<file path="src/hw/rtl/mrx_pkg.sv">
// Shared types, constants and the log10 table for the retinex pixel combiner.
package mrx_pkg;

   localparam int unsigned PIX_W      = 8;
   localparam int unsigned LOG_W      = 16;
   localparam int unsigned RATIO_W    = 16;
   localparam int unsigned SUM_W      = 18;
   localparam int unsigned GAIN_W     = 10;
   localparam int unsigned PROD_W     = SUM_W + GAIN_W;
   localparam int unsigned RATIO_FRAC = 12;
   localparam int unsigned RECIP_W    = 17;
   localparam int unsigned SCALED_W   = PROD_W - RATIO_FRAC;
   localparam int unsigned REC_PROD_W = SCALED_W + RECIP_W;
   // floor(x / 3) == (x * 43691) >> 17 for every 16-bit x
   localparam logic [RECIP_W-1:0] RECIP_3 = 17'd43691;
   localparam logic [GAIN_W-1:0]  GAIN_RESET = 10'd210;
   localparam logic [PIX_W-1:0]   OUT_MAX = 8'd255;
   localparam logic [RATIO_W-1:0] RATIO_MAX = 16'hFFFF;
   localparam int unsigned NUM_SCALES = 3;
   localparam int unsigned NUM_CHANS  = 3;
   localparam int unsigned DIV_STAGES = RATIO_W + 1;
   // ROM stage, divider, sum, gain product, reciprocal product, clamp
   localparam int unsigned PIPE_DEPTH = 1 + DIV_STAGES + 4;
   localparam int unsigned CSR_ADDR_W = 3;
   localparam logic [CSR_ADDR_W-1:0] CSR_GAIN_ADDR = 3'd0;

   typedef logic [LOG_W-1:0] rom_type [256];

   // log10(k) in Q3.13 through a 20-step squaring log2, zero at k == 0
   function automatic logic [LOG_W-1:0] rom_entry(input int unsigned k);
      int unsigned n;
      longint unsigned m;
      longint unsigned frac;
      longint unsigned l2;
      longint unsigned prod;
      n = 0;
      frac = 0;
      if (k == 0) begin
         return '0;
      end
      for (int i = 1; i < 8; i++) begin
         if ((k >> i) != 0) n = i;
      end
      m = longint'(k) << (30 - n);
      for (int i = 0; i < 20; i++) begin
         m = (m * m) >> 30;
         frac = frac << 1;
         if (m >= (64'd1 << 31)) begin
            m = m >> 1;
            frac = frac | 64'd1;
         end
      end
      l2 = (longint'(n) << 20) | frac;
      prod = (l2 * 64'd1292913986 + (64'd1 << 38)) >> 39;
      return prod[LOG_W-1:0];
   endfunction

   function automatic rom_type build_rom();
      rom_type r;
      for (int k = 0; k < 256; k++) begin
         r[k] = rom_entry(k);
      end
      return r;
   endfunction

   localparam rom_type LOG_ROM = build_rom();

endpackage

</file>
<file path="src/hw/rtl/mrx_div.sv">
// Pipelined restoring divider: Q4.12 ratio of two logs, one quotient bit per stage.
module mrx_div
   import mrx_pkg::*;
(
   input  logic               clock,
   input  logic               en,
   input  logic [LOG_W-1:0]   num,
   input  logic [LOG_W-1:0]   den,
   output logic [RATIO_W-1:0] ratio
);

   logic [LOG_W-1:0]   rem_ff  [DIV_STAGES];
   logic [RATIO_W-1:0] quo_ff  [DIV_STAGES];
   logic [RATIO_W-1:0] low_ff  [DIV_STAGES];
   logic [LOG_W-1:0]   den_ff  [DIV_STAGES];
   logic               ovr_ff  [DIV_STAGES];
   logic               ovz_ff  [DIV_STAGES];

   logic               ovr_in;
   logic               ovz_in;
   logic [LOG_W+3:0]   den_x16;

   // flag zero denominators and quotients that would not fit
   always_comb begin
      den_x16 = {den, 4'b0};
      ovr_in = 1'b0;
      ovz_in = 1'b0;
      if (den == '0) begin
         ovr_in = 1'b1;
         ovz_in = (num == '0);
      end else if ({4'b0, num} >= den_x16) begin
         ovr_in = 1'b1;
      end
   end

   // load the first stage: high dividend bits start the remainder
   always_ff @(posedge clock) begin
      if (en) begin
         rem_ff[0] <= {4'b0, num[LOG_W-1:4]};
         low_ff[0] <= {num[3:0], {RATIO_FRAC{1'b0}}};
         quo_ff[0] <= '0;
         den_ff[0] <= den;
         ovr_ff[0] <= ovr_in;
         ovz_ff[0] <= ovz_in;
      end
   end

   // one compare and subtract per stage
   for (genvar s = 1; s < DIV_STAGES; s++) begin : g_stage
      logic [LOG_W:0] trial;
      logic           ge;
      assign trial = {rem_ff[s-1], low_ff[s-1][RATIO_W-1]};
      assign ge    = (trial >= {1'b0, den_ff[s-1]});
      always_ff @(posedge clock) begin
         if (en) begin
            rem_ff[s] <= ge ? LOG_W'(trial - {1'b0, den_ff[s-1]}) : trial[LOG_W-1:0];
            quo_ff[s] <= {quo_ff[s-1][RATIO_W-2:0], ge};
            low_ff[s] <= {low_ff[s-1][RATIO_W-2:0], 1'b0};
            den_ff[s] <= den_ff[s-1];
            ovr_ff[s] <= ovr_ff[s-1];
            ovz_ff[s] <= ovz_ff[s-1];
         end
      end
   end

   assign ratio = ovr_ff[DIV_STAGES-1] ? (ovz_ff[DIV_STAGES-1] ? '0 : RATIO_MAX)
                                       : quo_ff[DIV_STAGES-1];

endmodule

</file>
<file path="src/hw/rtl/mrx_lane.sv">
// One color channel: log lookup, three ratios, average, gain and clamp.
module mrx_lane
   import mrx_pkg::*;
(
   input  logic              clock,
   input  logic              en,
   input  logic [GAIN_W-1:0] gain,
   input  logic [PIX_W-1:0]  pix,
   input  logic [PIX_W-1:0]  blur_wide,
   input  logic [PIX_W-1:0]  blur_narrow,
   input  logic [PIX_W-1:0]  blur_mid,
   output logic [PIX_W-1:0]  result
);

   logic [LOG_W-1:0]      num_ff;
   logic [LOG_W-1:0]      den_ff [NUM_SCALES];
   logic [RATIO_W-1:0]    ratio  [NUM_SCALES];
   logic [SUM_W-1:0]      sum_ff;
   logic [PROD_W-1:0]     prod_ff;
   logic [REC_PROD_W-1:0] rec_ff;
   logic [PIX_W-1:0]      result_ff;
   logic [SCALED_W-1:0]   quot;

   // look up the logs of the pixel and its blurred values
   always_ff @(posedge clock) begin
      if (en) begin
         num_ff    <= LOG_ROM[pix];
         den_ff[0] <= LOG_ROM[blur_wide];
         den_ff[1] <= LOG_ROM[blur_narrow];
         den_ff[2] <= LOG_ROM[blur_mid];
      end
   end

   for (genvar s = 0; s < NUM_SCALES; s++) begin : g_div
      mrx_div u_div (
         .clock (clock),
         .en    (en),
         .num   (num_ff),
         .den   (den_ff[s]),
         .ratio (ratio[s])
      );
   end

   assign quot = rec_ff[REC_PROD_W-1:RECIP_W];

   // sum ratios, apply gain, divide by 3 * 4096, clamp
   always_ff @(posedge clock) begin
      if (en) begin
         sum_ff    <= SUM_W'(ratio[0]) + SUM_W'(ratio[1]) + SUM_W'(ratio[2]);
         prod_ff   <= PROD_W'(sum_ff) * PROD_W'(gain);
         rec_ff    <= REC_PROD_W'(prod_ff[PROD_W-1:RATIO_FRAC]) * REC_PROD_W'(RECIP_3);
         result_ff <= (quot > SCALED_W'(OUT_MAX)) ? OUT_MAX : quot[PIX_W-1:0];
      end
   end

   assign result = result_ff;

endmodule

</file>
<file path="config.mk">
export PLATFORM = sky130hd
export DESIGN_NAME = mrx_lane
export DESIGN_NICKNAME = d
export VERILOG_FILES = /design/src/hw/rtl/mrx_pkg.sv /design/src/hw/rtl/mrx_div.sv /design/src/hw/rtl/mrx_lane.sv
export SDC_FILE = /design/constraint.sdc
export NUM_CORES = 2
export LEC_CHECK = 0
export BUFFER_PORTS_ARGS = -buffer_cell sky130_fd_sc_hd__buf_4
export CAP_MARGIN = 40
export CORE_UTILIZATION = 41
export DETAILED_ROUTE_END_ITERATION = 8
export PLACE_DENSITY_LB_ADDON = 0.2
export SLEW_MARGIN = 10
export SYNTH_ARGS = -nofsm -noshare
export SYNTH_HDL_FRONTEND = slang
export SYNTH_SLANG_ARGS = --single-unit
</file>
<file path="constraint.sdc">
create_clock -name clock -period 6.4 [get_ports clock]
set_input_delay 0.32 -clock clock [delete_from_list [all_inputs] [get_ports clock]]
set_output_delay 0.32 -clock clock [all_outputs]
set_load 0.02 [all_outputs]
</file>
# == After elaboration in Yosys (flattened, before gate mapping) ==
# Memory sizes are Yosys's and may differ from the RTL's. A register that Yosys moved wholly into a read port is not among the register bits.
# Index checks and enable logic that the tools add are counted.
# word_totals
ram_bits,3363
mem_count,23
in_bits,44
elab_cells,213
mem_bits_ro,16384
out_inout_bits,8
ff_bits,86
# op_classes
bitwise,4
muxes,71
addsub,50
n_mul,2
reduce_logical,4
n_lt_le_gt_ge,55
# memory_table
memory,depth,width,read_ports,rd_ports_with_merged_regs,wr,line,source
(no name shown),256,16,1,0,0,mrx_lane.sv:30,den_ff[2] <= LOG_ROM[blur_mid];
(no name shown),256,16,1,0,0,mrx_lane.sv:29,den_ff[1] <= LOG_ROM[blur_narrow];
(no name shown),256,16,1,0,0,mrx_lane.sv:28,den_ff[0] <= LOG_ROM[blur_wide];
(no name shown),256,16,1,1,0,mrx_lane.sv:27,num_ff <= LOG_ROM[pix];
g_div[0].u_div.den_ff,17,16,16,0,17,mrx_div.sv:15,logic [LOG_W-1:0] den_ff [DIV_STAGES];
g_div[0].u_div.quo_ff,17,16,17,0,17,mrx_div.sv:13,logic [RATIO_W-1:0] quo_ff [DIV_STAGES];
17 more memories,n/a,n/a,n/a,n/a,n/a,n/a,
# ops
op,n
two-way mux 16 bit,60
greater-or-equal comparator 17 x 16 -> 1 bit,48
subtractor 16 bit,48
logical NOT 16 bit,4
greater-or-equal comparator 16 x 20 -> 1 bit,3
NOT 8 -> 9 bit,4
"multiplier 16 x 16 -> 32 bit, second input constant",1
multiplier 18 x 10 -> 28 bit,1
"greater-or-equal comparator 9 bit, second input constant",3
adder 17 x 16 -> 18 bit,1
adder 16 x 16 -> 17 bit,1
"greater-than comparator 15 x 8 -> 1 bit, second input constant",1
two-way mux 1 bit,11

# == Longest topological paths before layout ==
# An unclocked memory read counts as a cell.
# depth
depth_word,5
ltp_mapped,23
depth_no_buf,21

# == By module ==
# From an unflattened synthesis, not the netlist that was laid out.
# unflattened
cells_unflattened,12625
area_unflattened_um2,136886.3
# by_module_without_submodules
mod,cells_per_inst,area_per_inst_um2,seq_area_each_um2,instances
mrx_div at g_div[0].u_div ...,2915,35835.6,20659.8,2
mrx_div at g_div[1].u_div,2918,35948.2,20659.8,1
mrx_lane,3877,29266.8,3513.4,1

# == Worst setup path after synthesis ==
# Ideal clock, no wire load.
# synth_timing
path_kind,input-to-reg
start,input port gain[3]
end,register prod_ff[24] (data pin)
stages,23
arrival_ps,5574
n_path_buf,2
path_slack_ps,569
setup_time_ps,258
cell_sequence,clkbuf_1 -> clkbuf_1 -> nand2_1 -> fa_1 -> inv_1 -> fa_1 -> inv_1 -> fa_1 -> inv_1 -> fa_1 -> inv_1 -> fa_1 -> inv_1 -> ha_1 -> nand4_1 -> nor2_1 -> a211oi_1 -> o21ai_1 -> o311a_1 -> o21a_1 -> or2_2 -> a21oi_1 -> xnor2_1
# synth_between
elab_chain_len,1
# synth_lines
item,line,source
"start, declared",mrx_lane.sv:7,"input logic [GAIN_W-1:0] gain,"
multiplier 18 x 10 -> 28 bit,mrx_lane.sv:50,prod_ff <= PROD_W'(sum_ff) * PROD_W'(gain);
"end signal, assigned",mrx_lane.sv:50,
"end, declared",mrx_lane.sv:19,logic [PROD_W-1:0] prod_ff;
# No other way between the ends.
# A chain may end at the register's enable or synchronous reset.

# == Worst setup path after layout ==
# layout_timing
start,register prod_ff[15]
end,register rec_ff[26] (data pin)
# layout_between
elab_chain_len,1
# layout_lines
item,line,source
multiplier 16 x 16 -> 32 bit,mrx_lane.sv:51,rec_ff <= REC_PROD_W'(prod_ff[PROD_W-1:RATIO_FRAC]) * REC_PROD_W'(RECIP_3);
"end signal, assigned",mrx_lane.sv:51,
"end, declared",mrx_lane.sv:20,logic [REC_PROD_W-1:0] rec_ff;
# No other way between the ends.

==> impl.org <==
** Status
- The flow ran to the end, and the final reports show no timing, DRC or antenna violations.

** Global route
- Total gr overflow :: 0
- In the global route stage, overall resource usage came out at 0.193.
- Number of antenna violations at the first check in global routing :: 2
- The number of global-route vias before repair is 91900.
- The first global-routing pass estimated 497 mm of wire.
- Largest net degree at the start of global routing :: 172

** Power
- Leakage component of the power :: 57.6 nW
- Pwr Density :: 592 nW/um2
- Across the VDD grid, the largest voltage drop is 1970 uV.

** Yosys
- Sorting the synthesized cells by how often they occur yields 2088 x edfxtp_1, 1327 x inv_1, 1037 x ha_1, 909 x a21oi_1, 886 x nand2_1.
- Warning count from the yosys run :: 0
- Number of synthesized flops with an enable pin :: 2088
- Portion of the post-synthesis area used by sequential elements :: 0.483
- Synth Instances :: 12100
- Yosys instantiated no cell more often than edfxtp_1.
- Synthesized area per cell :: 10.7 um2
- Cell types with the largest area share after synthesis :: edfxtp_1 48%, ha_1 10%, fa_1 4.1%
- Of all flip-flops after synthesis, the portion carrying an async set or reset was 0.
- Of the post-synthesis cell area, the dominant cell type holds 0.483.
- After synthesis the cells add up to 130000 um2.
- Yosys cell types :: 106
- Most frequently used flop master after synthesis :: edfxtp_1
- Number of nets produced by synthesis :: 13400
- Number of register bits inferred by synthesis :: 2088
- Biggest area consumer among synthesized cells :: edfxtp_1

** Floorplanning
- The die covers 319000 um2.
- Core ar. :: 315000 um2
- The die is 565 um tall.
- The die is 565 um wide.
- Row generation in the floorplan step produced 206 rows.
- The initial utilization of the core area, before any placement, comes to 0.412.
- I/O pin count :: 52

** Hold path
- The tightest min-delay check is of the in2reg type.
- Counting instances, the worst hold path has a depth of 1.

** Finish
- In the final layout, the share of cells above drive strength 1 is 0.0791.
- Relative area change from synthesis to final layout :: 9.72%
- Number of standard cells in the layout, taps in and fillers out :: 16400
- The layout has 28900 filler cells.
- Final nets :: 13400

** Timing
- Number of hold violations in the final report :: 0
- Summed over all failing endpoints, the final setup total negative slack is 0 ns.
- Hold timing on the final database bottoms out at a slack of 0.0719 ns.
- For the pin with the worst max-slew slack, the measured transition is 1.02 ns.
- Max Freq :: 164 MHz
- Final critical delay including setup and external delays :: 6.10 ns
- Number of pins exceeding their max-slew limit in the final report :: 0
- # setup viols final :: 0
- The worst pin sits at a relative slew slack of 0.316.
- Post-route fraction of the period consumed by the critical path :: 0.952
- Clock skew :: 0.0569 ns

** Placed design
- HPWL Detailed :: 230 mm
- Routability-driven placement finished with a final weighted congestion of 0.928.
- Number of placed cells counting well taps :: 16000
- Number of I/O port buffers :: 51

** Critical path
- Type of the worst setup path :: reg2reg
- Data arrival time of the critical path :: 6.72 ns
- The worst setup path is launched from a register.
- Critical path peak fanout :: 4
- Number of cell instances on the worst register-to-register path :: 21
- STA puts the critical path data required time at 7.02 ns.
- CP Capture Type :: register

** CTS
- Clock H-tree levels :: 4
- Clock transition time at the flip-flop clock pins of the worst setup and hold paths :: 0.06 ns
- Number of sinks handled by clock tree synthesis :: 2088
- TritonCTS built the clock tree.
- CTS placed an instance of clkbuf_16 at the clock tree root.
- The clock passes through at most 4 buffers.
- Later-pin clock latency in the skew report :: 0.89 ns
- TritonCTS created 229 clock buffers.

** Job
- Number of maximum-capacitance constraint violations :: 0

** Routing
- The routed layout has 90200 vias.
- After the first detailed-routing iteration, the DRC count stood at 6380.
- After detailed routing, the average wire length per cell comes to 19.1 um.
- In this run the remaining antenna-violating nets after routing total 0.
- Wire length after detailed routing :: 313 mm
- For this run, design rule violations remaining after detail routing come to 0.
- Iteration count of the initial detailed-routing pass :: 6
- Via density :: 5.50
-- timing repair --
action	CTS	global route
endpoints found under the hold margin	14	0
gates resized for setup	0	6
buffers inserted	0	3
hold buffers	7	0
endpoints found under the setup margin	0	9
-- path summary, 6_finish.rpt --
check / start / end / slack, ns
setup / recovery: prod_ff[15] / rec_ff[26] / 0.30
setup reg to reg: prod_ff[15] / rec_ff[26] / 0.30
hold / removal: en / g_div[2].u_div.rem_ff[0][92] / 0.07
hold reg to reg: g_div[1].u_div.quo_ff[2][20] / g_div[1].u_div.quo_ff[3][5] / 0.39
-- metal layers --
metal	part of all wire	GRT usage	vias up
li1	-	-	43700
met1	0.41	0.230	43500
met2	0.51	0.351	2314
met3	0.043	0.0241	674
met4	0.040	0.0772	0
met5	0	0	-
-- registers in the layout (all words and copies together) (netlist names) --
name / flops
g_div.u_div.ovr_ff: 51
g_div.u_div.rem_ff: 731
num_ff: 15
den_ff: 45
rec_ff: 15
prod_ff: 16
g_div.u_div.den_ff: 720
g_div.u_div.ovz_ff: 51
result: 8
g_div.u_div.quo_ff: 408
g_div.u_div.low_ff: 10
sum_ff: 18
-- power breakdown --
group	leakage [nW]	internal [W]	switching [W]	total, W
clock	3.60	0.00764	0.00533	0.0130
combinational	33.7	0.0219	0.0272	0.0491
sequential	20.3	0.0206	0.00169	0.0223
-- cell type report --
class | count | area (um2) | area share
repair buffers | 195 | 1770 | 0.0124
diodes | 1 | 2.50 | 0.0000176
inverters | 1337 | 5020 | 0.0352
clock buffers | 265 | 5870 | 0.0412
clock inverters | 152 | 1510 | 0.0106
flip-flops and latches | 2088 | 62700 | 0.440
well taps | 4160 | 5200 | 0.0365
multi-input cells | 8214 | 60400 | 0.424
-- critical path: stages (launching register included) --
cell	delay (ns)
edfxtp_1	0.46
ha_1	0.39
fa_1	0.52
inv_1	0.06
fa_1	0.50
fa_1	0.55
inv_1	0.06
fa_1	0.53
inv_1	0.06
fa_1	0.53
inv_1	0.04
ha_1	0.33
nand4_1	0.15
nor3_2	0.07
nor3_2	0.31
o2111ai_2	0.22
nand2_2	0.14
o21ai_1	0.10
buf_2	0.18
or2_2	0.32
a31oi_1	0.21
xnor2_1	0.09
-- logic make-up after synthesis --
family,after synthesis,synth area share
AOI/OAI and AO/OA,2970,0.142
xor gates and xnor gates,539,0.0363
adders and majority gates,1307,0.141
buffers and inverters,1782,0.0524
DFF,2088,0.483
muxes,380,0.0351
and+or+nand+nor,3018,0.110
-- through the flow --
stage | power (W) | setup WS, ns | utilization | area [um2]
floorplan | 0.0598 | 0.569 | - | 130000
global placement | 0.0702 | -0.158 | 0.428 | 135000
detailed placement | 0.0711 | 0.100 | 0.429 | 135000
CTS | 0.0848 | 0.0582 | 0.452 | 142000
global route | 0.0919 | -0.00283 | 0.452 | 143000
finish | 0.0843 | 0.304 | 0.452 | 143000
-- placed cells by master (no fill, tap or decap), types with 45 or more instances in the layout --
master | netlist | layout
or3_1 | 60 | 60
and2_1 | 138 | 138
buf_4 | 3 | 156
xnor2_1 | 315 | 315
or2_2 | 55 | 55
xor2_1 | 224 | 224
a211oi_1 | 135 | 135
a21oi_1 | 909 | 906
inv_1 | 1327 | 1326
nor3_1 | 243 | 241
mux2_2 | 283 | 283
nand3_1 | 197 | 197
o31ai_1 | 83 | 83
clkbuf_16 | 0 | 229
clkinv_2 | 0 | 45
clkinv_1 | 9 | 59
o211ai_1 | 70 | 70
a21o_1 | 206 | 206
nand2b_1 | 130 | 130
ha_1 | 1037 | 1037
o21a_1 | 114 | 114
nand2_1 | 886 | 885
nor2b_1 | 171 | 171
o21ai_0 | 782 | 781
a31oi_1 | 109 | 109
fa_1 | 269 | 269
a21boi_0 | 64 | 64
nor2_1 | 812 | 809
nand4_1 | 116 | 116
and3_1 | 57 | 57
mux2i_1 | 50 | 50
nor4_1 | 60 | 60
o311ai_0 | 55 | 55
edfxtp_1 | 2088 | 2088
Power figures use the tool's default switching activity.
